**config.mk**
```make
export PLATFORM = sky130hd
export DESIGN_NAME = modbus_rtu_read_holding_slave_top_flat
export DESIGN_NICKNAME = d
export VERILOG_FILES = /design/src/mrh_pkg.sv /design/src/mrh_intf.sv /design/src/mrh_crc.sv /design/src/mrh_regfile.sv /design/src/modbus_rtu_read_holding_slave_top.sv /design/src/flat_wrapper.sv
export SDC_FILE = /design/constraint.sdc
export NUM_CORES = 1
export LEC_CHECK = 0
export BUFFER_PORTS_ARGS = -buffer_cell sky130_fd_sc_hd__buf_4
export CAP_MARGIN = 20
export CORE_MARGIN = 2
export CORE_UTILIZATION = 45
export DETAILED_ROUTE_END_ITERATION = 8
export PLACE_DENSITY = 0.61
export SYNTH_ARGS = -nofsm -noshare
export SYNTH_HDL_FRONTEND = slang
export SYNTH_SLANG_ARGS = --single-unit
```
**constraint.sdc**
```tcl
create_clock -name clk -period 3.67 [get_ports clk]
set_input_delay 0.734 -clock clk [delete_from_list [all_inputs] [get_ports clk]]
set_output_delay 0.734 -clock clk [all_outputs]
set_load 0.02 [all_outputs]
```
**src/mrh_pkg.sv**
```systemverilog
// shared constants, types and reset values for the modbus read-holding slave
package mrh_pkg;

  localparam int NUM_REGS    = 16;
  localparam int FRAME_BYTES = 8;
  localparam int WIN_DEPTH   = FRAME_BYTES - 1;
  localparam int CHK_BYTES   = FRAME_BYTES - 2;
  localparam int IDX_W       = (NUM_REGS > 1) ? $clog2(NUM_REGS) : 1;
  localparam int QTY_W       = $clog2(NUM_REGS + 1);
  localparam int FILL_W      = $clog2(WIN_DEPTH + 1);
  localparam int BC_W        = $clog2(CHK_BYTES);

  localparam logic [15:0] CRC_INIT  = 16'hFFFF;
  localparam logic [15:0] CRC_POLY  = 16'hA001;
  localparam logic [7:0]  FC_READ   = 8'h03;
  localparam logic [7:0]  EXC_FLAG  = 8'h80;
  localparam logic [7:0]  EXC_ADDR  = 8'h02;
  localparam logic [7:0]  SLAVE_RST = 8'h01;

  typedef struct packed {
    logic init;
    logic en;
    logic din;
  } crc_ctl_t;

  typedef struct packed {
    logic             en;
    logic [IDX_W-1:0] addr;
    logic [15:0]      data;
  } reg_wr_t;

  function automatic logic [15:0] reg_reset_val(input int idx);
    reg_reset_val = 16'((idx + 1) * 100);
  endfunction

endpackage

```
**src/mrh_intf.sv**
```systemverilog
// valid/ready channel interfaces for input items, result items and configuration
interface mrh_in_if;
  logic        valid;
  logic        ready;
  logic        func;
  logic [7:0]  rx_byte;
  logic [3:0]  reg_index;
  logic [15:0] reg_value;

  modport source (output valid, func, rx_byte, reg_index, reg_value, input ready);
  modport sink (input valid, func, rx_byte, reg_index, reg_value, output ready);
endinterface

interface mrh_out_if;
  logic       valid;
  logic       ready;
  logic [7:0] tx_byte;
  logic       is_exception;
  logic       frame_end;

  modport source (output valid, tx_byte, is_exception, frame_end, input ready);
  modport sink (input valid, tx_byte, is_exception, frame_end, output ready);
endinterface

interface mrh_cfg_if;
  logic       valid;
  logic       ready;
  logic [7:0] data;

  modport source (output valid, data, input ready);
  modport sink (input valid, data, output ready);
endinterface

```
**src/mrh_crc.sv**
```systemverilog
// bit-serial modbus crc-16, one data bit per cycle while enabled, lsb first
module mrh_crc (
  input  logic               clk,
  input  logic               rst_n,
  input  mrh_pkg::crc_ctl_t  ctl,
  output logic [15:0]        crc
);
  import mrh_pkg::*;

  logic [15:0] crc_r;
  logic [15:0] crc_nxt;
  logic        fb;

  assign fb = crc_r[0] ^ ctl.din;

  always_comb begin
    crc_nxt = crc_r;
    if (ctl.init) begin
      crc_nxt = CRC_INIT;
    end else if (ctl.en) begin
      crc_nxt = (crc_r >> 1) ^ (fb ? CRC_POLY : 16'h0000);
    end
  end

  always_ff @(posedge clk) begin
    if (!rst_n) begin
      crc_r <= CRC_INIT;
    end else begin
      crc_r <= crc_nxt;
    end
  end

  assign crc = crc_r;

endmodule

```
**src/mrh_regfile.sv**
```systemverilog
// holding register store with per-entry reset values, one write and one read port
module mrh_regfile (
  input  logic                      clk,
  input  logic                      rst_n,
  input  mrh_pkg::reg_wr_t          wr,
  input  logic [mrh_pkg::IDX_W-1:0] raddr,
  output logic [15:0]               rdata
);
  import mrh_pkg::*;

  logic [15:0] regs_r [NUM_REGS];

  always_ff @(posedge clk) begin
    if (!rst_n) begin
      for (int i = 0; i < NUM_REGS; i++) begin
        regs_r[i] <= reg_reset_val(i);
      end
    end else if (wr.en) begin
      regs_r[wr.addr] <= wr.data;
    end
  end

  assign rdata = regs_r[raddr];

endmodule

```
**src/modbus_rtu_read_holding_slave_top.sv**
```systemverilog
// modbus rtu slave, function 03: window check, response sequencer and output register
// an item is taken only in idle; a register write or a partial-window byte leaves it in idle
// a full-window byte runs the bit-serial crc over six bytes, then a decode state
// each header or data byte of a response goes through pick, send and 8 crc bit steps, crc bytes pick and send
// the longest response, the whole bank, is 37 bytes; send waits while the output slot is full
// reset: window and fill cleared, holding regs to (i+1)*100, slave id 1, no clearing pass
module modbus_rtu_read_holding_slave_top (
  input  logic             clk,
  input  logic             rst_n,
  mrh_cfg_if.sink          cfg_ch,
  mrh_in_if.sink           in_ch,
  mrh_out_if.source        out_ch
);
  import mrh_pkg::*;

  localparam logic [2:0] ST_IDLE = 3'd0;
  localparam logic [2:0] ST_CHK  = 3'd1;
  localparam logic [2:0] ST_DEC  = 3'd2;
  localparam logic [2:0] ST_PICK = 3'd3;
  localparam logic [2:0] ST_SEND = 3'd4;
  localparam logic [2:0] ST_FEED = 3'd5;

  localparam logic [2:0] PH_ID   = 3'd0;
  localparam logic [2:0] PH_FC   = 3'd1;
  localparam logic [2:0] PH_CNT  = 3'd2;
  localparam logic [2:0] PH_HI   = 3'd3;
  localparam logic [2:0] PH_LO   = 3'd4;
  localparam logic [2:0] PH_CRCL = 3'd5;
  localparam logic [2:0] PH_CRCH = 3'd6;

  logic [2:0]        state_r, state_nxt;
  logic [2:0]        ph_r, ph_nxt;
  logic [7:0]        slave_id_r;
  logic [7:0]        win_r [WIN_DEPTH];
  logic [7:0]        win_nxt [WIN_DEPTH];
  logic [FILL_W-1:0] fill_r, fill_nxt;
  logic [7:0]        rxb_r, rxb_nxt;
  logic [BC_W-1:0]   bc_r, bc_nxt;
  logic [2:0]        bit_r, bit_nxt;
  logic [7:0]        id_r, id_nxt;
  logic              fexc_r, fexc_nxt;
  logic [IDX_W-1:0]  cur_idx_r, cur_idx_nxt;
  logic [QTY_W-1:0]  qleft_r, qleft_nxt;
  logic [7:0]        b_r, b_nxt;
  logic [7:0]        sh_r, sh_nxt;
  logic              out_valid_r, out_valid_nxt;
  logic [7:0]        tx_r, tx_nxt;
  logic              oexc_r, oexc_nxt;
  logic              end_r, end_nxt;

  logic              in_acc;
  logic              slot_free;
  logic              match;
  logic              bad_req;
  logic [15:0]       start_w;
  logic [15:0]       qty_w;
  logic [15:0]       crc_val;
  logic [15:0]       rdata;
  crc_ctl_t          crc_ctl;
  reg_wr_t           reg_wr;

  mrh_crc u_crc (
    .clk   (clk),
    .rst_n (rst_n),
    .ctl   (crc_ctl),
    .crc   (crc_val)
  );

  mrh_regfile u_regs (
    .clk   (clk),
    .rst_n (rst_n),
    .wr    (reg_wr),
    .raddr (cur_idx_r),
    .rdata (rdata)
  );

  assign in_ch.ready  = (state_r == ST_IDLE);
  assign cfg_ch.ready = 1'b1;
  assign in_acc       = in_ch.valid && in_ch.ready;
  assign slot_free    = !out_valid_r || out_ch.ready;

  assign out_ch.valid        = out_valid_r;
  assign out_ch.tx_byte      = tx_r;
  assign out_ch.is_exception = oexc_r;
  assign out_ch.frame_end    = end_r;

  assign reg_wr.en   = in_acc && in_ch.func && (32'(in_ch.reg_index) < NUM_REGS);
  assign reg_wr.addr = IDX_W'(in_ch.reg_index);
  assign reg_wr.data = in_ch.reg_value;

  assign start_w = {win_r[2], win_r[3]};
  assign qty_w   = {win_r[4], win_r[5]};
  assign match   = (win_r[0] == slave_id_r) && (win_r[1] == FC_READ) &&
                   (crc_val == {rxb_r, win_r[WIN_DEPTH-1]});
  // start plus quantity past the store also covers an oversized quantity
  assign bad_req = (start_w >= 16'(NUM_REGS)) || (qty_w == 16'd0) ||
                   (({1'b0, start_w} + {1'b0, qty_w}) > 17'(NUM_REGS));

  always_comb begin
    state_nxt     = state_r;
    ph_nxt        = ph_r;
    win_nxt       = win_r;
    fill_nxt      = fill_r;
    rxb_nxt       = rxb_r;
    bc_nxt        = bc_r;
    bit_nxt       = bit_r;
    id_nxt        = id_r;
    fexc_nxt      = fexc_r;
    cur_idx_nxt   = cur_idx_r;
    qleft_nxt     = qleft_r;
    b_nxt         = b_r;
    sh_nxt        = sh_r;
    out_valid_nxt = out_valid_r;
    tx_nxt        = tx_r;
    oexc_nxt      = oexc_r;
    end_nxt       = end_r;
    crc_ctl       = '0;

    if (out_valid_r && out_ch.ready) begin
      out_valid_nxt = 1'b0;
    end

    case (state_r)
      ST_IDLE: begin
        if (in_acc && !in_ch.func) begin
          if (fill_r != FILL_W'(WIN_DEPTH)) begin
            // oldest first once full, same as appending at the fill position
            for (int i = 0; i < WIN_DEPTH - 1; i++) begin
              win_nxt[i] = win_r[i+1];
            end
            win_nxt[WIN_DEPTH-1] = in_ch.rx_byte;
            fill_nxt = fill_r + 1'b1;
          end else begin
            rxb_nxt      = in_ch.rx_byte;
            bc_nxt       = '0;
            bit_nxt      = '0;
            crc_ctl.init = 1'b1;
            state_nxt    = ST_CHK;
          end
        end
      end
      ST_CHK: begin
        crc_ctl.en  = 1'b1;
        crc_ctl.din = win_r[bc_r][bit_r];
        bit_nxt     = bit_r + 1'b1;
        if (bit_r == 3'd7) begin
          bc_nxt = bc_r + 1'b1;
          if (bc_r == BC_W'(CHK_BYTES - 1)) begin
            state_nxt = ST_DEC;
          end
        end
      end
      ST_DEC: begin
        if (match) begin
          id_nxt       = win_r[0];
          fexc_nxt     = bad_req;
          cur_idx_nxt  = IDX_W'(start_w);
          qleft_nxt    = QTY_W'(qty_w);
          crc_ctl.init = 1'b1;
          ph_nxt       = PH_ID;
          for (int i = 0; i < WIN_DEPTH; i++) begin
            win_nxt[i] = 8'h00;
          end
          fill_nxt  = '0;
          state_nxt = ST_PICK;
        end else begin
          for (int i = 0; i < WIN_DEPTH - 1; i++) begin
            win_nxt[i] = win_r[i+1];
          end
          win_nxt[WIN_DEPTH-1] = rxb_r;
          state_nxt = ST_IDLE;
        end
      end
      ST_PICK: begin
        case (ph_r)
          PH_ID:   b_nxt = id_r;
          PH_FC:   b_nxt = fexc_r ? (FC_READ | EXC_FLAG) : FC_READ;
          PH_CNT:  b_nxt = fexc_r ? EXC_ADDR : 8'({qleft_r, 1'b0});
          PH_HI:   b_nxt = rdata[15:8];
          PH_LO:   b_nxt = rdata[7:0];
          PH_CRCL: b_nxt = crc_val[7:0];
          default: b_nxt = crc_val[15:8];
        endcase
        state_nxt = ST_SEND;
      end
      ST_SEND: begin
        if (slot_free) begin
          out_valid_nxt = 1'b1;
          tx_nxt        = b_r;
          oexc_nxt      = fexc_r;
          end_nxt       = (ph_r == PH_CRCH);
          if (ph_r == PH_CRCL) begin
            ph_nxt    = PH_CRCH;
            state_nxt = ST_PICK;
          end else if (ph_r == PH_CRCH) begin
            state_nxt = ST_IDLE;
          end else begin
            sh_nxt    = b_r;
            bit_nxt   = '0;
            state_nxt = ST_FEED;
          end
        end
      end
      ST_FEED: begin
        crc_ctl.en  = 1'b1;
        crc_ctl.din = sh_r[0];
        sh_nxt      = sh_r >> 1;
        bit_nxt     = bit_r + 1'b1;
        if (bit_r == 3'd7) begin
          state_nxt = ST_PICK;
          case (ph_r)
            PH_ID:  ph_nxt = PH_FC;
            PH_FC:  ph_nxt = PH_CNT;
            PH_CNT: ph_nxt = fexc_r ? PH_CRCL : PH_HI;
            PH_HI:  ph_nxt = PH_LO;
            PH_LO: begin
              if (qleft_r == QTY_W'(1)) begin
                ph_nxt = PH_CRCL;
              end else begin
                ph_nxt      = PH_HI;
                cur_idx_nxt = cur_idx_r + 1'b1;
              end
              qleft_nxt = qleft_r - 1'b1;
            end
            default: ph_nxt = PH_CRCL;
          endcase
        end
      end
      default: begin
        state_nxt = ST_IDLE;
      end
    endcase
  end

  always_ff @(posedge clk) begin
    if (!rst_n) begin
      state_r     <= ST_IDLE;
      ph_r        <= PH_ID;
      slave_id_r  <= SLAVE_RST;
      fill_r      <= '0;
      out_valid_r <= 1'b0;
      for (int i = 0; i < WIN_DEPTH; i++) begin
        win_r[i] <= 8'h00;
      end
    end else begin
      state_r     <= state_nxt;
      ph_r        <= ph_nxt;
      fill_r      <= fill_nxt;
      out_valid_r <= out_valid_nxt;
      win_r       <= win_nxt;
      if (cfg_ch.valid && cfg_ch.ready) begin
        slave_id_r <= cfg_ch.data;
      end
    end
  end

  always_ff @(posedge clk) begin
    rxb_r     <= rxb_nxt;
    bc_r      <= bc_nxt;
    bit_r     <= bit_nxt;
    id_r      <= id_nxt;
    fexc_r    <= fexc_nxt;
    cur_idx_r <= cur_idx_nxt;
    qleft_r   <= qleft_nxt;
    b_r       <= b_nxt;
    sh_r      <= sh_nxt;
    tx_r      <= tx_nxt;
    oexc_r    <= oexc_nxt;
    end_r     <= end_nxt;
  end

  // the closing crc byte lands in the output register and the sequencer goes idle
  a_frame_close: assert property (@(posedge clk) disable iff (!rst_n)
    (state_r == ST_SEND && ph_r == PH_CRCH && slot_free) |=>
      (state_r == ST_IDLE && out_valid_r && end_r))
    else $error("frame end not delivered on closing crc byte");

  // an exception frame never walks the data phases
  a_exc_no_data: assert property (@(posedge clk) disable iff (!rst_n)
    (state_r != ST_IDLE && state_r != ST_CHK && state_r != ST_DEC && fexc_r) |->
      (ph_r != PH_HI && ph_r != PH_LO))
    else $error("exception frame entered data phase");

  // the window stays full while its crc is being checked
  a_chk_hold: assert property (@(posedge clk) disable iff (!rst_n)
    (state_r == ST_CHK) |=> ($stable(fill_r) && fill_r == FILL_W'(WIN_DEPTH)))
    else $error("window changed during crc check");

  // the output register is never reloaded while a result still waits
  a_no_overrun: assert property (@(posedge clk) disable iff (!rst_n)
    (out_valid_r && !out_ch.ready && state_r == ST_SEND) |=> (state_r == ST_SEND))
    else $error("result overwritten before being taken");

endmodule

```
**src/flat_wrapper.sv**
```systemverilog
// flat-port wrapper written by rule: the top's interface ports become plain ports
module modbus_rtu_read_holding_slave_top_flat import mrh_pkg::*;
  (clk, rst_n, cfg_ch_valid, cfg_ch_data, cfg_ch_ready, in_ch_valid, in_ch_func, in_ch_rx_byte, in_ch_reg_index, in_ch_reg_value, in_ch_ready, out_ch_valid, out_ch_tx_byte, out_ch_is_exception, out_ch_frame_end, out_ch_ready);
  mrh_cfg_if cfg_ch_i ();
  mrh_in_if in_ch_i ();
  mrh_out_if out_ch_i ();
  input  logic clk;
  input  logic rst_n;
  input wire logic [$bits(cfg_ch_i.valid)-1:0] cfg_ch_valid;
  input wire logic [$bits(cfg_ch_i.data)-1:0] cfg_ch_data;
  output wire logic [$bits(cfg_ch_i.ready)-1:0] cfg_ch_ready;
  input wire logic [$bits(in_ch_i.valid)-1:0] in_ch_valid;
  input wire logic [$bits(in_ch_i.func)-1:0] in_ch_func;
  input wire logic [$bits(in_ch_i.rx_byte)-1:0] in_ch_rx_byte;
  input wire logic [$bits(in_ch_i.reg_index)-1:0] in_ch_reg_index;
  input wire logic [$bits(in_ch_i.reg_value)-1:0] in_ch_reg_value;
  output wire logic [$bits(in_ch_i.ready)-1:0] in_ch_ready;
  output wire logic [$bits(out_ch_i.valid)-1:0] out_ch_valid;
  output wire logic [$bits(out_ch_i.tx_byte)-1:0] out_ch_tx_byte;
  output wire logic [$bits(out_ch_i.is_exception)-1:0] out_ch_is_exception;
  output wire logic [$bits(out_ch_i.frame_end)-1:0] out_ch_frame_end;
  input wire logic [$bits(out_ch_i.ready)-1:0] out_ch_ready;
  assign cfg_ch_i.valid = cfg_ch_valid;
  assign cfg_ch_i.data = cfg_ch_data;
  assign cfg_ch_ready = cfg_ch_i.ready;
  assign in_ch_i.valid = in_ch_valid;
  assign in_ch_i.func = in_ch_func;
  assign in_ch_i.rx_byte = in_ch_rx_byte;
  assign in_ch_i.reg_index = in_ch_reg_index;
  assign in_ch_i.reg_value = in_ch_reg_value;
  assign in_ch_ready = in_ch_i.ready;
  assign out_ch_valid = out_ch_i.valid;
  assign out_ch_tx_byte = out_ch_i.tx_byte;
  assign out_ch_is_exception = out_ch_i.is_exception;
  assign out_ch_frame_end = out_ch_i.frame_end;
  assign out_ch_i.ready = out_ch_ready;
  modbus_rtu_read_holding_slave_top u_core (.clk(clk), .rst_n(rst_n), .cfg_ch(cfg_ch_i), .in_ch(in_ch_i), .out_ch(out_ch_i));
endmodule
```
# After elaboration in Yosys (flattened, before gate mapping)
# Memories as Yosys holds them, arrays and structs flattened. A register that Yosys moved wholly into a read port is not among the register bits.
# Index checks and enable logic that the tools add are counted.
[op_classes]
n_addsub = 6
order_cmp = 4
n_eq_ne = 31
n_mux = 71
bitwise_logic = 5
n_reduce_logical = 35
[ops]
columns = ["operator", "count"]
rows = [
  ["56-bit two-way mux", 3],
  ["56-bit one-hot mux with 2 select lines", 1],
  ["3-bit two-way mux", 22],
  ["8-bit two-way mux", 6],
  ["8-bit one-hot mux with 6 select lines", 1],
  ["16-bit two-way mux", 2],
  ["8-bit binary-select mux with 3-bit select", 1],
  ["4-bit two-way mux", 6],
  ["3-bit equality test, second input constant", 7],
  ["3-bit one-hot mux with 3 select lines", 2],
  ["3-bit one-hot mux with 6 select lines", 1],
  ["16-bit by 16-bit adder with 17-bit output", 1],
  ["17-bit by 5-bit greater-than comparator with 1-bit output, second input constant", 1],
  ["16-bit equality test", 1],
  ["16-bit by 5-bit >= comparator with 1-bit output, second input constant", 1],
  ["16-bit logical NOT", 1],
  ["8-bit one-hot mux with 2 select lines", 1],
  ["4-bit AND reduction", 4],
  ["16-bit OR reduction", 1],
  ["15-bit by 16-bit bitwise XOR with 16-bit output", 1],
  ["5-bit two-way mux", 3],
  ["3-bit one-hot mux with 5 select lines", 1],
  ["2-bit by 1-bit inequality test with 1-bit output, second input constant", 7],
  ["3-bit by 2-bit equality test with 1-bit output, second input constant", 4],
  ["34 further kinds", 73],
]
[totals]
ff_bits = 148
mem_bits_rw = 256
out_inout_bits = 13
wordCells = 178
memories = 1
[mem_list]
columns = ["name", "depth", "word_bits", "read_ports", "rd_clocked_by_memory_dff", "wr", "line_no", "source"]
rows = [
  ["u_core.u_regs.regs_r", 16, 16, 1, 1, 16, "mrh_regfile.sv:11", "logic [15:0] regs_r [NUM_REGS];"],
]

# Longest topological paths before layout
[depth]
depth_word = 10
depth_mapped = 11
ltp_nobuf = 10

# By module
# A second synthesis with hierarchy kept.
[unflattened]
cells_unflattened = 1586
area_unflattened_um2 = 19532.5
[by_module_without_submodules]
columns = ["module", "instances", "cells_per_inst", "area_each_um2", "seq_area_each_um2"]
rows = [
  ["mrh_regfile", 1, 734, 11623.6, 7687.4],
  ["modbus_rtu_read_holding_slave_top", 1, 794, 7304.5, 3223.1],
  ["mrh_crc", 1, 58, 604.3, 320.3],
]

# Worst setup path after synthesis
# No wires, ideal clock.
[synth_path]
kind = "register to register"
startpoint = "register u_core.state_r[0]"
endpoint = "memory u_core.u_regs.regs_r[10][0], enable pin"
t_arrival_ps = 3159
required_time_ps = 3259
slack_ps = 100
path_stages_with_launch = 8
n_path_buf = 3
period_less_slack_ps = 3570
cell_sequence = "dfxtp_1 > clkbuf_1 > nor3_1 > nand4_1 > or3_1 > clkbuf_1 > clkbuf_1 > o21ai_0"
[synth_rtl]
columns = ["item", "line_no", "source"]
rows = [
  ["from (decl)", "modbus_rtu_read_holding_slave_top.sv:31", "logic [2:0] state_r, state_nxt;"],
  ["from (signal assigned)", "modbus_rtu_read_holding_slave_top.sv:246", "state_r <= state_nxt;"],
  ["to (decl)", "mrh_regfile.sv:11", ""],
]

# Worst setup path after layout
[layout_path]
startpoint = "register u_core.win_r[44] in the netlist's numbering"
endpoint = "register u_core.u_crc.crc_r[15], in the netlist u_core.u_crc.crc[15]"
[layout_between]
elab_chain_cells = 9
elab_cells_between_ends = 15
[layout_lines]
columns = ["item", "line_no", "source"]
rows = [
  ["from (decl)", "modbus_rtu_read_holding_slave_top.sv:34", "logic [7:0] win_r [WIN_DEPTH];"],
  ["from (signal assigned)", "modbus_rtu_read_holding_slave_top.sv:250", "win_r <= win_nxt;"],
  ["8-bit binary-select mux with 3-bit select", "modbus_rtu_read_holding_slave_top.sv:144", "crc_ctl.din = win_r[bc_r][bit_r];"],
  ["8-bit two-way mux (not written as such) (2 in a row)", "modbus_rtu_read_holding_slave_top.sv:144", ""],
  ["1-bit binary-select mux with 3-bit select", "modbus_rtu_read_holding_slave_top.sv:144", ""],
  ["1-bit two-way mux (not written as such)", "modbus_rtu_read_holding_slave_top.sv:144", ""],
  ["2-bit one-hot mux with 2 select lines", "modbus_rtu_read_holding_slave_top.sv:123", "case (state_r)"],
  ["1-bit bitwise XOR", "mrh_crc.sv:14", "assign fb = crc_r[0] ^ ctl.din;"],
  ["16-bit two-way mux", "mrh_crc.sv:21", "crc_nxt = (crc_r >> 1) ^ (fb ? CRC_POLY : 16'h0000);"],
  ["15-bit by 16-bit bitwise XOR with 16-bit output", "mrh_crc.sv:21", ""],
  ["to (signal assigned)", "mrh_crc.sv:29", "crc_r <= crc_nxt;"],
  ["to (decl)", "mrh_crc.sv:10", "logic [15:0] crc_r;"],
]
# Parallel ways exist; a longest one is shown, timed or not. The select of a mux whose other input is x is not followed.
# A chain may end at the register's enable or synchronous reset.

==> metrics <==
die height 212 um; Root Buffer clkbuf_16; dominant cell type by area after synthesis edfxtp_1; Routed wire per std cell 22.6 um; total negative slack 0 ps; Clock Path Buffers 3; largest net degree at the start of global routing 65; mapped cell area 19,500 sq um; first-pass GRT wire length 77,000 um; Placeable Area 42,900 sq um; initial antenna violation count 1; Synth Flop Type edfxtp_1; maxcap violations 0; FFs w/ async S/R, synth 0%; RSZ-0062 raised after global routing no; clk sink count 408; worst slew pin tran 939 ps; critical path arrival 3700 ps; GRT Overall Usage 22.9%; hold buffer count at cts 0; Yosys reg bits 408; run status complete, no violations; Initial Util 45.4%; vias 12,800; final slew viol count 0; Die X 212 um; DR iter-0 viols 1,151; area delta synth->final 13.6%; placed cell areas 20,800 sq um; Final nets 1,693; crit path launch type flip-flop; critical path data required time 4130 ps; Remaining Overflow, GRT 0; clock transition at the registers of the reported paths 70 ps; drt pass-1 iters 6; endpoint class of the critical path flip-flop; Antenna diodes 0; VDD IR-drop max 0.386 mV; # setup viols final 0; Boundary Pins 55; fmax 308 MHz; Power Dens Cells 436 nW/um^2; post-route ant nets 0; Tightest Hold Check Type primary input to flip-flop; CTS tree yes; sequential element share of the synthesized area 58.0%; routed wire length 50,800 um; Resize count post-CTS 0; Num CTS Buffers 44; Syn Area/Cell 12.5 sq um; Yosys Warn Count 0; minimum clock period 3240 ps; number of remaining DRC errors 0; vias per cell 5.70; H-Tree Depth 2; clk_skew 24.4 ps; Std-Cell Rows 76; Yosys top cell area share 48.4%; design area 22,100 sq um; full die area 45,000 sq um; Area contributors post-synth edfxtp_1 48%, mux4_2 9.7%, dfxtp_1 9.7%, and2_1 6.4%, nand2_1 3.2%; I/O Buffers 53; CP Max Fanout 38; Clock Latency Late Sink 560 ps; Tcrit/Tclk final 88.4%; Layout Cells excl Fill 2,246; Gate Count Post-Synth 1,565; Final Hold Vio Count 0; relative slew slack 37.4%; share of cells above drive strength 1 17.9%; postcts setup bufs 0; GP Congestion 0.881; crit path kind flip-flop to flip-flop; vias in the first global route 12,500; Cells after DPL 2,164; Post-synth EDFFs 314; Mapped Nets 1,633; Leak 0.00760 uW; DP Wirelength 35,300 um; Yosys cell types 66
cell type report:
cell class / count / area (sq um)
fillers: 3717 / 20800
flip-flops and latches: 408 / 11300
multi-input cells: 1022 / 7670
clock buffers: 64 / 1230
repair buffers: 127 / 991
well taps: 585 / 732
clock inverters: 18 / 113
inverters: 22 / 82.6
sequential cells by signal, summed over array words and instances, names as in the netlist, 8 cells and up, named ones only:
register and cells:
u_core.u_crc.crc 16, u_core.out_ch.tx_byte 8, u_core.sh_r 8, u_core.qty_w 16, u_core.u_regs.regs_r 256, u_core.slave_id_r 8
u_core.rxb_r 8, u_core.id_r 8, u_core.start_w 16, u_core.b_r 8, u_core.win_r 24
per-stage QoR:
step           setup WS (ps)  hold slack (ps)  total power [uW]  utilization (%)
2_1_floorplan           99.8              417              5360                -
3_3_place_gp             544              442              5550             48.5
3_5_place_dp             455              437              5560             48.5
4_1_cts                  419              353              9720             51.6
5_1_grt                  145              356              9930             51.6
6_report                 427              379              9650             51.6
report_power, final:
part	internal (uW)	leakage (uW)	total [uW]	switching (uW)
Clock	2390	0.000650	4190	1800
Combinational	134	0.00324	382	249
Sequential	5040	0.00371	5080	36.9
Total	7570	0.00760	9650	2080
per-layer routing:
metal  vias up  track usage, %  share of wire (%)
met5         -               0              0.024
met4         2            7.24                2.8
met3        88            3.31                5.7
met2       408            39.4                 50
met1      6426            30.1                 42
li1       5871               -                  -
layout by cell type (no fill, tap or decap), drive strengths merged, types with 21 or more instances in the layout:
| cell type | Yosys | layout |
|---|---|---|
| or3 | 62 | 62 |
| ha | 25 | 25 |
| nand3 | 33 | 33 |
| dfxtp | 94 | 94 |
| inv | 21 | 23 |
| nor2 | 58 | 58 |
| mux2i | 34 | 34 |
| nand2 | 168 | 168 |
| clkbuf | 89 | 64 |
| nand2b | 29 | 29 |
| xor2 | 21 | 21 |
| mux4 | 84 | 84 |
| edfxtp | 314 | 314 |
| and2 | 200 | 200 |
| o21ai | 51 | 51 |
| a21oi | 68 | 68 |
| buf | 24 | 127 |
cell families after synthesis:
group,count (synthesis),share of synthesized area (%)
buffers and inverters,135,2.73
other,1,0.0192
adders and majority gates,26,1.71
AOI/OAI and AO/OA,201,6.46
xor gates and xnor gates,39,1.82
muxes,133,12.3
and+or+nand+nor,622,16.9
DFF,408,58.0
synthesized netlist by cell type (all sizes together) (6+ instances only):
master and count:
a21boi 9, xor2 21, nor2b 19, mux4 84
o21ai 51, nor3 20, nand3 33, dfxtp 94
a22oi 6, nor2 58, or3 62, o22ai 7
nand2 168, inv 21, o21a 8, clkbuf 89
ha 25, xnor2 17, mux2 15, buf 24
a21oi 68, nand2b 29, a31oi 6, and2 200
edfxtp 314, nand4 10, mux2i 34, nor4 16
critical path: stages (launching register included):
cell and delay, ps:
dfxtp_1 330, nor4_1 330, nand4_1 200, nor4_2 310, nand4_2 300, or4b_1 820, nand2_4 480, nor2_2 250
o211ai_1 130
worst paths after layout:
kind                     from                  endpoint  slack [ps]  depth (start not counted)
min          in_ch_rx_byte[1]           u_core.rxb_r[1]         380                          1
min reg2reg     u_core.b_r[7]  u_core.out_ch.tx_byte[7]         450                          0
max reg2reg  u_core.win_r[44]      u_core.u_crc.crc[15]         430                          8
max          u_core.win_r[44]      u_core.u_crc.crc[15]         430                          8
Note: power is estimated with default switching activity, not from simulation.
